## config.mk

```make
export PLATFORM = sky130hd
export DESIGN_NAME = expiry_timeout_table
export DESIGN_NICKNAME = d
export VERILOG_FILES = /design/src/rtl/ett_pkg.sv /design/src/rtl/ett_dpath.sv /design/src/rtl/ett_ctrl.sv /design/src/rtl/expiry_timeout_table.sv
export SDC_FILE = /design/constraint.sdc
export NUM_CORES = 2
export LEC_CHECK = 0
export ABC_AREA = 1
export BUFFER_PORTS_ARGS = -buffer_cell sky130_fd_sc_hd__buf_2
export CORE_MARGIN = 8
export CORE_UTILIZATION = 45
export CTS_CLUSTER_SIZE = 8
export DETAILED_ROUTE_END_ITERATION = 10
export GPL_ROUTABILITY_DRIVEN = 0
export RECOVER_POWER = 50
export SYNTH_ARGS = -nofsm -noshare
export SYNTH_HDL_FRONTEND = slang
export SYNTH_SLANG_ARGS = --single-unit
```

## constraint.sdc

```tcl
create_clock -name clock -period 11.6 [get_ports clock]
set_input_delay 0.58 -clock clock [delete_from_list [all_inputs] [get_ports clock]]
set_output_delay 0.58 -clock clock [all_outputs]
set_load 0.01 [all_outputs]
```

## src/rtl/ett_pkg.sv

```systemverilog
// Shared constants, codes and controller/datapath interface types of the timeout table.
package ett_pkg;

   localparam int OP_W      = 2;
   localparam int IDX_W     = 16;
   localparam int TIME_W    = 32;
   localparam int INTV_W    = 31;
   localparam int STATUS_W  = 3;

   localparam int DEPTH_DEF      = 64;
   localparam int INDEX_BITS_DEF = 16;

   localparam logic [OP_W-1:0] OP_ADD    = 2'd0;
   localparam logic [OP_W-1:0] OP_REMOVE = 2'd1;
   localparam logic [OP_W-1:0] OP_SET    = 2'd2;
   localparam logic [OP_W-1:0] OP_TICK   = 2'd3;

   localparam logic [STATUS_W-1:0] ST_ACCEPTED  = 3'd0;
   localparam logic [STATUS_W-1:0] ST_DUPLICATE = 3'd1;
   localparam logic [STATUS_W-1:0] ST_FULL      = 3'd2;
   localparam logic [STATUS_W-1:0] ST_BAD_INDEX = 3'd3;
   localparam logic [STATUS_W-1:0] ST_REMOVED   = 3'd4;
   localparam logic [STATUS_W-1:0] ST_EXP_ABS   = 3'd5;
   localparam logic [STATUS_W-1:0] ST_EXP_REL   = 3'd6;
   localparam logic [STATUS_W-1:0] ST_NONE      = 3'd7;

   // scan modes
   localparam logic [1:0] SM_LOOKUP = 2'd0;
   localparam logic [1:0] SM_TICK   = 2'd1;
   localparam logic [1:0] SM_SELECT = 2'd2;

   // result kinds
   localparam logic [1:0] EK_RESULT = 2'd0;
   localparam logic [1:0] EK_NONE   = 2'd1;
   localparam logic [1:0] EK_EXPIRY = 2'd2;

   typedef struct packed {
      logic       load;
      logic       start;
      logic [1:0] mode;
      logic       commit;
      logic       emit;
      logic [1:0] kind;
   } cmd_type;

   typedef struct packed {
      logic req_tick;
      logic req_bad;
      logic scan_done;
      logic out_free;
      logic exp_any;
      logic exp_last;
   } sts_type;

endpackage

```

## src/rtl/ett_dpath.sv

```systemverilog
// Datapath: entry memory, valid and expired flags, scan pipeline, result register.
module ett_dpath #(
   parameter int TABLE_DEPTH = ett_pkg::DEPTH_DEF,
   parameter int INDEX_BITS  = ett_pkg::INDEX_BITS_DEF
) (
   input  logic                          clock,
   input  logic                          reset,
   input  logic [ett_pkg::OP_W-1:0]      req_operation,
   input  logic [ett_pkg::IDX_W-1:0]     req_item_index,
   input  logic                          req_timeout_type,
   input  logic [ett_pkg::TIME_W-1:0]    req_timeout_value,
   input  logic [ett_pkg::TIME_W-1:0]    req_now_time,
   input  logic [ett_pkg::INTV_W-1:0]    req_interval,
   input  ett_pkg::cmd_type              cmd,
   output ett_pkg::sts_type              sts,
   output logic                          rsp_valid,
   input  logic                          rsp_stall,
   output logic [ett_pkg::STATUS_W-1:0]  rsp_status,
   output logic [ett_pkg::IDX_W-1:0]     rsp_result_index,
   output logic                          rsp_last
);
   import ett_pkg::*;

   localparam int AW = (TABLE_DEPTH > 1) ? $clog2(TABLE_DEPTH) : 1;
   localparam int CW = $clog2(TABLE_DEPTH + 1);
   localparam int KW = (INDEX_BITS < IDX_W) ? INDEX_BITS : IDX_W;
   localparam int EW = 1 + TIME_W + KW;

   logic [EW-1:0] mem [TABLE_DEPTH];
   logic [EW-1:0] rd_data_ff;

   logic [OP_W-1:0]     op_ff;
   logic [IDX_W-1:0]    idx_ff;
   logic                type_ff;
   logic [TIME_W-1:0]   value_ff;
   logic [TIME_W-1:0]   now_ff;
   logic [INTV_W-1:0]   intv_ff;
   logic [STATUS_W-1:0] res_st_ff, res_st_in;

   logic [TABLE_DEPTH-1:0] valid_ff, valid_in;
   logic [TABLE_DEPTH-1:0] exp_ff, exp_in;

   logic          run_ff;
   logic [CW-1:0] cnt_ff;
   logic [1:0]    mode_ff;
   logic          rd_act_ff;
   logic [AW-1:0] rd_slot_ff;

   logic          hit_ff, hit_in;
   logic [AW-1:0] hit_slot_ff, hit_slot_in;
   logic          free_ff, free_in;
   logic [AW-1:0] free_slot_ff, free_slot_in;
   logic [EW-1:0] best_ff, best_in;

   logic                rsp_valid_ff, rsp_valid_in;
   logic [STATUS_W-1:0] rsp_status_ff;
   logic [IDX_W-1:0]    rsp_index_ff;
   logic                rsp_last_ff;

   logic                e_type;
   logic [TIME_W-1:0]   e_time;
   logic [KW-1:0]       e_key;
   logic                e_valid;
   logic                gone;
   logic                wr_en;
   logic [AW-1:0]       wr_addr;
   logic [EW-1:0]       wr_data;
   logic [TABLE_DEPTH-1:0] best_mask;

   assign e_type  = rd_data_ff[EW-1];
   assign e_time  = rd_data_ff[KW +: TIME_W];
   assign e_key   = rd_data_ff[KW-1:0];
   assign e_valid = valid_ff[rd_slot_ff];
   assign gone    = e_type ? (e_time <= {1'b0, intv_ff}) : (e_time <= now_ff);

   assign best_mask = TABLE_DEPTH'(1) << hit_slot_ff;

   assign sts.req_tick  = (req_operation == OP_TICK);
   assign sts.req_bad   = (req_item_index == '0) || ((req_item_index >> KW) != '0);
   assign sts.scan_done = !run_ff && !rd_act_ff;
   assign sts.out_free  = !rsp_valid_ff || !rsp_stall;
   assign sts.exp_any   = |exp_ff;
   assign sts.exp_last  = ((exp_ff & ~best_mask) == '0);

   always_comb begin
      valid_in     = valid_ff;
      exp_in       = exp_ff;
      hit_in       = hit_ff;
      hit_slot_in  = hit_slot_ff;
      free_in      = free_ff;
      free_slot_in = free_slot_ff;
      best_in      = best_ff;
      res_st_in    = res_st_ff;
      wr_en        = 1'b0;
      wr_addr      = rd_slot_ff;
      wr_data      = {type_ff, value_ff, idx_ff[KW-1:0]};

      if (cmd.start) begin
         hit_in  = 1'b0;
         free_in = 1'b0;
      end else if (rd_act_ff) begin
         unique case (mode_ff)
            SM_LOOKUP: begin
               if (e_valid && e_key == idx_ff[KW-1:0]) begin
                  hit_in      = 1'b1;
                  hit_slot_in = rd_slot_ff;
               end
               if (!e_valid && !free_ff) begin
                  free_in      = 1'b1;
                  free_slot_in = rd_slot_ff;
               end
            end
            SM_TICK: begin
               if (e_valid) begin
                  if (gone) begin
                     valid_in[rd_slot_ff] = 1'b0;
                     exp_in[rd_slot_ff]   = 1'b1;
                  end else if (e_type) begin
                     wr_en   = 1'b1;
                     wr_data = {e_type, e_time - {1'b0, intv_ff}, e_key};
                  end
               end
            end
            SM_SELECT: begin
               if (exp_ff[rd_slot_ff] && (!hit_ff || rd_data_ff < best_ff)) begin
                  hit_in      = 1'b1;
                  hit_slot_in = rd_slot_ff;
                  best_in     = rd_data_ff;
               end
            end
            default: begin
            end
         endcase
      end

      if (cmd.load) begin
         res_st_in = ST_BAD_INDEX;
      end

      if (cmd.commit) begin
         unique case (op_ff)
            OP_REMOVE: begin
               if (hit_ff) valid_in[hit_slot_ff] = 1'b0;
               res_st_in = ST_REMOVED;
            end
            OP_SET: begin
               if (hit_ff) begin
                  // freed slot may be lower than any other free slot
                  valid_in[hit_slot_ff] = 1'b0;
                  wr_en   = 1'b1;
                  wr_addr = (free_ff && free_slot_ff < hit_slot_ff) ? free_slot_ff : hit_slot_ff;
                  valid_in[wr_addr] = 1'b1;
                  res_st_in = ST_ACCEPTED;
               end else if (free_ff) begin
                  wr_en   = 1'b1;
                  wr_addr = free_slot_ff;
                  valid_in[free_slot_ff] = 1'b1;
                  res_st_in = ST_ACCEPTED;
               end else begin
                  res_st_in = ST_FULL;
               end
            end
            default: begin
               if (hit_ff) begin
                  res_st_in = ST_DUPLICATE;
               end else if (free_ff) begin
                  wr_en   = 1'b1;
                  wr_addr = free_slot_ff;
                  valid_in[free_slot_ff] = 1'b1;
                  res_st_in = ST_ACCEPTED;
               end else begin
                  res_st_in = ST_FULL;
               end
            end
         endcase
      end

      if (cmd.emit && cmd.kind == EK_EXPIRY) begin
         exp_in[hit_slot_ff] = 1'b0;
      end

      rsp_valid_in = rsp_valid_ff && rsp_stall;
      if (cmd.emit) rsp_valid_in = 1'b1;
   end

   always_ff @(posedge clock) begin
      if (wr_en) mem[wr_addr] <= wr_data;
      if (run_ff) rd_data_ff <= mem[cnt_ff[AW-1:0]];
   end

   always_ff @(posedge clock) begin
      if (reset) begin
         valid_ff     <= '0;
         exp_ff       <= '0;
         run_ff       <= 1'b0;
         rd_act_ff    <= 1'b0;
         hit_ff       <= 1'b0;
         free_ff      <= 1'b0;
         rsp_valid_ff <= 1'b0;
      end else begin
         valid_ff     <= valid_in;
         exp_ff       <= exp_in;
         hit_ff       <= hit_in;
         free_ff      <= free_in;
         rsp_valid_ff <= rsp_valid_in;
         rd_act_ff    <= run_ff;
         if (cmd.start) begin
            run_ff <= 1'b1;
         end else if (run_ff && cnt_ff == CW'(TABLE_DEPTH - 1)) begin
            run_ff <= 1'b0;
         end
      end
   end

   always_ff @(posedge clock) begin
      hit_slot_ff  <= hit_slot_in;
      free_slot_ff <= free_slot_in;
      best_ff      <= best_in;
      res_st_ff    <= res_st_in;
      rd_slot_ff   <= cnt_ff[AW-1:0];
      if (cmd.start) begin
         cnt_ff  <= '0;
         mode_ff <= cmd.mode;
      end else if (run_ff) begin
         cnt_ff <= cnt_ff + CW'(1);
      end
      if (cmd.load) begin
         op_ff    <= req_operation;
         idx_ff   <= req_item_index;
         type_ff  <= req_timeout_type;
         value_ff <= req_timeout_value;
         now_ff   <= req_now_time;
         intv_ff  <= req_interval;
      end
      if (cmd.emit) begin
         case (cmd.kind)
            EK_NONE: begin
               rsp_status_ff <= ST_NONE;
               rsp_index_ff  <= '0;
               rsp_last_ff   <= 1'b1;
            end
            EK_EXPIRY: begin
               rsp_status_ff <= best_ff[EW-1] ? ST_EXP_REL : ST_EXP_ABS;
               rsp_index_ff  <= IDX_W'(best_ff[KW-1:0]);
               rsp_last_ff   <= sts.exp_last;
            end
            default: begin
               rsp_status_ff <= res_st_ff;
               rsp_index_ff  <= idx_ff;
               rsp_last_ff   <= 1'b1;
            end
         endcase
      end
   end

   assign rsp_valid        = rsp_valid_ff;
   assign rsp_status       = rsp_status_ff;
   assign rsp_result_index = rsp_index_ff;
   assign rsp_last         = rsp_last_ff;

endmodule

```

## src/rtl/ett_ctrl.sv

```systemverilog
// Controller: sequences lookup, commit, tick and expiry-selection scans.
module ett_ctrl (
   input  logic              clock,
   input  logic              reset,
   input  logic              req_valid,
   output logic              req_stall,
   output ett_pkg::cmd_type  cmd,
   input  ett_pkg::sts_type  sts
);
   import ett_pkg::*;

   localparam logic [3:0] S_IDLE   = 4'd0;
   localparam logic [3:0] S_LOOK   = 4'd1;
   localparam logic [3:0] S_COMMIT = 4'd2;
   localparam logic [3:0] S_REPLY  = 4'd3;
   localparam logic [3:0] S_TICK   = 4'd4;
   localparam logic [3:0] S_CHECK  = 4'd5;
   localparam logic [3:0] S_SEL    = 4'd6;
   localparam logic [3:0] S_EXP    = 4'd7;
   localparam logic [3:0] S_NONE   = 4'd8;

   logic [3:0] state_ff, state_in;

   assign req_stall = (state_ff != S_IDLE);

   always_comb begin
      state_in = state_ff;
      cmd      = '0;
      unique case (state_ff)
         S_IDLE: begin
            if (req_valid) begin
               cmd.load = 1'b1;
               if (sts.req_tick) begin
                  cmd.start = 1'b1;
                  cmd.mode  = SM_TICK;
                  state_in  = S_TICK;
               end else if (sts.req_bad) begin
                  state_in = S_REPLY;
               end else begin
                  cmd.start = 1'b1;
                  cmd.mode  = SM_LOOKUP;
                  state_in  = S_LOOK;
               end
            end
         end
         S_LOOK: if (sts.scan_done) state_in = S_COMMIT;
         S_COMMIT: begin
            cmd.commit = 1'b1;
            state_in   = S_REPLY;
         end
         S_REPLY: begin
            if (sts.out_free) begin
               cmd.emit = 1'b1;
               cmd.kind = EK_RESULT;
               state_in = S_IDLE;
            end
         end
         S_TICK: if (sts.scan_done) state_in = S_CHECK;
         S_CHECK: begin
            if (sts.exp_any) begin
               cmd.start = 1'b1;
               cmd.mode  = SM_SELECT;
               state_in  = S_SEL;
            end else begin
               state_in = S_NONE;
            end
         end
         S_SEL: if (sts.scan_done) state_in = S_EXP;
         S_EXP: begin
            if (sts.out_free) begin
               cmd.emit = 1'b1;
               cmd.kind = EK_EXPIRY;
               state_in = sts.exp_last ? S_IDLE : S_CHECK;
            end
         end
         S_NONE: begin
            if (sts.out_free) begin
               cmd.emit = 1'b1;
               cmd.kind = EK_NONE;
               state_in = S_IDLE;
            end
         end
         default: state_in = S_IDLE;
      endcase
   end

   always_ff @(posedge clock) begin
      if (reset) begin
         state_ff <= S_IDLE;
      end else begin
         state_ff <= state_in;
      end
   end

endmodule

```

## src/rtl/expiry_timeout_table.sv

```systemverilog
// Top level of the expiry timeout table.
// Add, remove and set with a valid index each scan the whole table once to find
// the key and the lowest free slot; a bad index is answered without a scan. A
// tick scans the table once to count relative entries down and mark expiries.
// It then makes one further full scan per expired entry to pick the next one in
// (type, time, index) order; a tick with nothing due still answers. The scans
// read one table entry per cycle. A new request is taken only when the previous
// one has put its last result beat into the output register; that beat may
// still wait there.
module expiry_timeout_table #(
   parameter int TABLE_DEPTH = ett_pkg::DEPTH_DEF,
   parameter int INDEX_BITS  = ett_pkg::INDEX_BITS_DEF
) (
   input  logic                          clock,
   input  logic                          reset,
   input  logic                          req_valid,
   output logic                          req_stall,
   input  logic [ett_pkg::OP_W-1:0]      req_operation,
   input  logic [ett_pkg::IDX_W-1:0]     req_item_index,
   input  logic                          req_timeout_type,
   input  logic [ett_pkg::TIME_W-1:0]    req_timeout_value,
   input  logic [ett_pkg::TIME_W-1:0]    req_now_time,
   input  logic [ett_pkg::INTV_W-1:0]    req_interval,
   output logic                          rsp_valid,
   input  logic                          rsp_stall,
   output logic [ett_pkg::STATUS_W-1:0]  rsp_status,
   output logic [ett_pkg::IDX_W-1:0]     rsp_result_index,
   output logic                          rsp_last
);
   import ett_pkg::*;

   cmd_type cmd;
   sts_type sts;

   ett_ctrl u_ctrl (
      .clock     (clock),
      .reset     (reset),
      .req_valid (req_valid),
      .req_stall (req_stall),
      .cmd       (cmd),
      .sts       (sts)
   );

   ett_dpath #(
      .TABLE_DEPTH (TABLE_DEPTH),
      .INDEX_BITS  (INDEX_BITS)
   ) u_dpath (
      .clock             (clock),
      .reset             (reset),
      .req_operation     (req_operation),
      .req_item_index    (req_item_index),
      .req_timeout_type  (req_timeout_type),
      .req_timeout_value (req_timeout_value),
      .req_now_time      (req_now_time),
      .req_interval      (req_interval),
      .cmd               (cmd),
      .sts               (sts),
      .rsp_valid         (rsp_valid),
      .rsp_stall         (rsp_stall),
      .rsp_status        (rsp_status),
      .rsp_result_index  (rsp_result_index),
      .rsp_last          (rsp_last)
   );

endmodule

```

# Word level (Yosys, flattened, before mapping)

Memory sizes are Yosys's and may differ from the RTL's. A register that Yosys moved wholly into a read port is not among the register bits.
Cells that the tools add are included.

Add/subtract/negate cells: 2
Order comparisons: 12
Eq/ne operators: 25
Shift-type cells: 1
Mux-type cells: 95
Bitwise operators: 11
Reduce and logical (&&, ||, !) cells: 38

Operators by type and width:

| kind                 | number |
|---|---|
| $mux 64              | 16 |
| $mux 49              | 6 |
| $and 64x64->64       | 4 |
| $not 64->64          | 3 |
| $or 64x64->64        | 3 |
| $pmux 64 s2          | 1 |
| $logic_not 64->1     | 1 |
| $reduce_or 64->1     | 1 |
| $shl 1x6->64 const A | 1 |
| $lt 49x49->1         | 1 |
| $mux 6               | 7 |
| $mux 3               | 12 |
| $le 32x31->1         | 1 |
| $le 32x32->1         | 1 |
| $mux 4               | 8 |
| $pmux 16 s2          | 1 |
| $pmux 4 s8           | 1 |
| $sub 32x31->32       | 1 |
| $lt 6x7->1 const B   | 4 |
| $mux 1               | 26 |
| $demux 1 s6          | 4 |
| $ge 6x1->1 const B   | 4 |
| $pmux 6 s2           | 2 |
| $pmux 3 s2           | 3 |
| other kinds (30)     | 72 |

Register bits: 350
Memory bits (writable): 3136
Bits of input ports: 118
Output and inout port bits: 22
Word-level logic and storage cells: 209
Memories: 1

Memories:

| memory      | words | bits a word | read ports | clocked after memory_dff | wr ports | RTL line        | text |
|---|---|---|---|---|---|---|---|
| u_dpath.mem | 64    | 49          | 1          | 1                        | 1        | ett_dpath.sv:29 | `logic [EW-1:0] mem [TABLE_DEPTH];` |

# Depth between registers and ports, before layout

Word-level depth: 16
Depth in mapped cells: 19
Gate-level depth less buffers: 18

# Cells and area by module

From an unflattened synthesis, not the netlist that was laid out.

Cells, all modules: 12361
Area, all modules: 146566.8 um^2

Modules (own cells, without submodules):

| module    | times used | cells an instance | area an instance (um^2) | sequential area each (um^2) |
|---|---|---|---|---|
| ett_dpath | 1          | 12288             | 146131.4                | 104570.3 |
| ett_ctrl  | 1          | 73                | 435.4                   | 80.1 |

# Worst setup path before layout

Ideal clock, no wire load.

Path type: flip-flop to flip-flop
Start point: register u_ctrl.state_ff[3]
End point: memory u_dpath.mem[0][15] in the netlist's numbering, data pin
Setup time: 0.702 ns
Data arrival time: 8.974 ns
Required time: 10.898 ns
Setup slack: 1.924 ns
Stages on the path, launching flop included: 13
Buffers on the path: 1
Period minus slack after synthesis: 9.676 ns
Path through: dfxtp_1 -> nor2_1 -> inv_1 -> nor2_1 -> inv_1 -> nor2_1 -> nand2_1 -> nand2_1 -> nor2_1 -> nand3_1 -> inv_1 -> buf_2 -> o21ai_0

Cells in the longest elaborated chain, start to end: 3
Elaborated cells between the ends (all ways): 4
Classes of those cells: 1 x eq/ne; 2 x mux; 1 x reduce/logical

Ends and longest elaborated chain:

| what                                          | RTL line        | text |
|---|---|---|
| start: declaration                            | ett_ctrl.sv:22  | `logic [3:0] state_ff, state_in;` |
| start signal: assignment                      | ett_ctrl.sv:91  | `state_ff <= state_in;` |
| $eq 4x3->1 or $logic_not 4->1 (tied branches) | ett_ctrl.sv:29  | `unique case (state_ff)` |
| $pmux 3 s2 (*)                                | ett_ctrl.sv:29  |  |
| $mux 49 (*)                                   | ett_dpath.sv:98 | `if (cmd.start) begin` |
| named net u_dpath.wr_data[15]                 | ett_dpath.sv:67 | `logic [EW-1:0] wr_data;` |
| end: declaration                              | ett_dpath.sv:29 |  |

The timed path passes the listed nets; every way through them passes the cells marked *.

# Worst setup path in the final report

Start point: register u_dpath.rd_slot_ff[1]
End point: memory u_dpath.mem[53][48] in the netlist's numbering, enable pin

Cells in the longest elaborated chain, start to end: 12
Elaborated cells between the ends (all ways): 18
Classes of those cells: 18 x mux

Ends and longest elaborated chain:

| what                         | RTL line                           | text |
|---|---|---|
| start: declaration           | ett_dpath.sv:47                    | `logic [AW-1:0] rd_slot_ff;` |
| start signal: assignment     | ett_dpath.sv:220                   | `rd_slot_ff <= cnt_ff[AW-1:0];` |
| $bmux 1 s6                   | ett_dpath.sv:73                    | `assign e_valid = valid_ff[rd_slot_ff];` |
| $mux 1 (implied by the code) | ett_dpath.sv:73                    |  |
| $mux 1                       | ett_dpath.sv:114                   | `if (e_valid) begin` |
| $mux 1                       | ett_dpath.sv:102                   | `unique case (mode_ff)` |
| $mux 1                       | ett_dpath.sv:101                   | `end else if (rd_act_ff) begin` |
| $mux 1                       | ett_dpath.sv:98                    |  |
| $mux 1                       | ett_dpath.sv:154, ett_dpath.sv:166 |  |
| $mux 1 (on tied branches)    | ett_dpath.sv:164, ett_dpath.sv:147 |  |
| $pmux 1 s2                   | ett_dpath.sv:141                   | `unique case (op_ff)` |
| $mux 1                       | ett_dpath.sv:140                   | `if (cmd.commit) begin` |
| $mux 1                       | ett_dpath.sv:187                   | `if (wr_en) mem[wr_addr] <= wr_data;` |
| $mux 1 (implied by the code) | ett_dpath.sv:187                   |  |

Several ways; a longest one is shown, not always the timed one. The select of a mux whose other input is x is not followed.

==> flow_metrics.tcl <==
set metrics [dict create \
    path_class "flip-flop to flip-flop" \
    cts_tree "yes" \
    arrival_ns 9.13 \
    fmax_mhz 116.5 \
    via_count 105200 \
    synth_edf_count 3385 \
    cp_top_family "simple AND/OR/NAND/NOR gates" \
    power.density_nw_per_um2 233.0 \
    p_leak_nw 53.81 \
    violations "max-capacitance violations, max-slew violations" \
    slowest_delay_ns 1.91 \
    final_cell_mix "3385 x edfxtp_1, 2041 x nor2_1, 1786 x o21ai_0" \
    critPathMostFrequentCell "nand2_1" \
    drt_first_pass_iters 6 \
    fin_crit_ns 8.583 \
    post-route-period-util 0.7399 \
    tightestPinTransition_ns 4.007 \
    cp.required_ns 12.15 \
    grt_pass1_wl_um 688100 \
    cts.sinks 3535 \
    syn-mean-instance-area_um2 11.86 \
    cts_buffer_depth 4 \
    postCtsSetupRepairBufs 0 \
    cp_num_buf_inv 3 \
    wl_per_cell_um 28.06 \
    seq_area_frac_synth 0.7122 \
    status "finished, violations left" \
    rsz0062_at_grt "no" \
    slew_headroom -1.671 \
    fillers 27750 \
    antenna_found_initial 31 \
    crit_fanout 39 \
    io_buffers 139 \
    synth_ff_type "edfxtp_1" \
    final.setup.tns_ns 0 \
    ir_drop_mv 0.1884 \
    worstPathCellList "clkbuf_1 > inv_1 > nand2_1 > nand2_1 > nand2_1 > nand2_1 > nand2_1 > nand2_1 > nor2_1 > nand2_1 > nor2_1 > nand4_1 > nand2_1 > nand3_1 > nor2_1 > buf_4" \
    max_cap_violations 64 \
    grt_max_degree 181 \
    core.rowCount 210 \
    yosys_warnings 0 \
    fin_nets 12810 \
    startpoint_type "flip-flop" \
    slew_violations 2666 \
    die_w_um 587.4 \
    stdcell_area_um2 165900 \
    core_um2 326100 \
    layout-drive-gt1-share 0.07309 \
    syn_area_um2 146900 \
    synth_nets 12630 \
    async_flop_share 0 \
    postPlaceCellArea_um2 152700 \
    grt_usage 0.2642 \
    cp-end-kind "flip-flop" \
    area_growth_pct 12.91 \
    cts_buffers 480 \
    htree_num_levels 5 \
    ff2ff_setup_slack_ns 3.02 \
    start_util 0.4507 \
    worst_path_max_delay_cell "nor2_1" \
    finalSetupViolCount 0 \
    hold_class "primary input to flip-flop" \
    drt_wl_total_um 476900 \
    overflow 0 \
    drcViolationCount 0 \
    avgViaCountPerCell 6.186 \
    drtIter0Drc 15170 \
    final_common_cell "edfxtp_1" \
    hpwl_um 265900 \
    clk_pin_slew_worst_paths_ns 0.05 \
    die_area_um2 345100 \
    die_y_um 587.4 \
    antenna_left 0 \
    ys_types 54 \
    clk_latency_ns 0.99 \
    hold_viol_final 0 \
    io_pins 140 \
    cts_root_buffer "clkbuf_16" \
    yosys_register_bits 3535 \
    grt_pass1_vias 100100 \
    synthCells 12390 \
    fin_worst_skew_ns 0.1112 \
]
cells in the mapped netlist (10+ instances only):
cell	number	area [µm²]
nand2_2	13	81.33
o221ai_1	314	2750
buf_4	12	90.09
o211ai_1	85	638.1
nor3_1	26	130.1
nand3_2	17	170.2
buf_1	28	105.1
dfxtp_1	150	3003
nand4_1	95	594.3
clkbuf_1	607	2278
buf_2	133	665.6
nand3_1	486	2432
o22ai_1	491	3072
inv_1	457	1715
a21oi_2	41	359.1
nor2_4	13	146.4
nand2_1	1554	5833
edfxtp_1	3385	101600
o21ai_0	1785	8934
o21ai_1	25	125.1
nor4_1	10	62.56
ha_1	121	1514
xnor2_1	21	183.9
nor2_1	2072	7777
a31oi_1	17	106.4
a21oi_1	334	1672
xor2_1	18	157.7
cell type report:
type / count / area, µm² / area share
diodes: 11 / 27.53 / 0.0001659
clock buffers: 539 / 12380 / 0.07463
clock inverters: 20 / 366.6 / 0.002210
inverters: 469 / 1802 / 0.01086
multi-input cells: 7603 / 37830 / 0.2280
flip-flops and latches: 3535 / 104700 / 0.6308
well taps: 4346 / 5438 / 0.03277
repair buffers: 476 / 3417 / 0.02059
cell families after synthesis:
logic type / Yosys count / share of synthesized area
AND/OR/NAND/NOR: 4308 / 0.1185
flip-flops: 3535 / 0.7122
AO/OA/AOI/OAI: 3134 / 0.1227
buffers and inverters: 1256 / 0.03385
adder cells (fa/ha/maj): 122 / 0.01044
XOR/XNOR: 39 / 0.002324
power by group:
group | internal (W) | switching (W)
combinational | 0.00253 | 0.00807
clock | 0.00736 | 0.00505
sequential | 0.0154 | 0.000302
worst min-delay path, cell delays in order:
cell	delay, ns
buf_2	0.08
nand2_1	0.07
inv_1	0.12
o21ai_0	0.10
inv_1	0.06
timing repair:
item | in CTS | in global routing
endpoints found under the setup margin | 0 | 0
resized for setup | 0 | 0
hold endpoints to repair | 120 | 0
hold buffers | 115 | 0
worst paths after layout:
kind	from	to	cells past startpoint
min	rsp_stall	u_dpath.rsp_valid$_SDFF_PP0_	5
max	u_dpath.rd_slot_ff[1]$_DFF_P_	u_dpath.mem[53][48]$_DFFE_PP_	16
min reg2reg	u_dpath.valid_ff[39]$_SDFF_PP0_	u_dpath.valid_ff[39]$_SDFF_PP0_	2
max reg2reg	u_dpath.rd_slot_ff[1]$_DFF_P_	u_dpath.mem[53][48]$_DFFE_PP_	16
through the flow:
stage	power, W	setup slack [ns]	hold slack (ns)	std cells	utilization
after detailed placement	0.02611	6.008	0.4510	16310	0.4684
after global placement	0.02595	6.048	0.4471	16310	0.4684
final	0.03867	3.017	0.1034	17000	0.5088
after global routing	0.04007	2.844	0.1393	16990	0.5088
after floorplan	0.02210	1.924	0.3290	12390	-
after CTS	0.03848	5.994	0.06802	16990	0.5110
metal layers:
| layer | GRT usage | up-vias | part of all wire |
|---|---|---|---|
| met2 | 0.4033 | 6526 | 0.44 |
| met4 | 0.08154 | 8 | 0.032 |
| met1 | 0.3733 | 52370 | 0.40 |
| met3 | 0.06726 | 978 | 0.12 |
| met5 | 0 | - | 0.000084 |
| li1 | - | 45270 | - |
state kept, by name, indices dropped and copies added (netlist names), 16 cells and up:
signal,cells
u_dpath.rd_data_ff,49
u_dpath.now_ff,32
u_dpath.best_ff,49
u_dpath.rsp_result_index,16
u_dpath.valid_ff,64
u_dpath.mem,3136
u_dpath.value_ff,32
u_dpath.idx_ff,16
u_dpath.exp_ff,64
u_dpath.intv_ff,31
No activity file was read; power rests on OpenSTA's default activity.
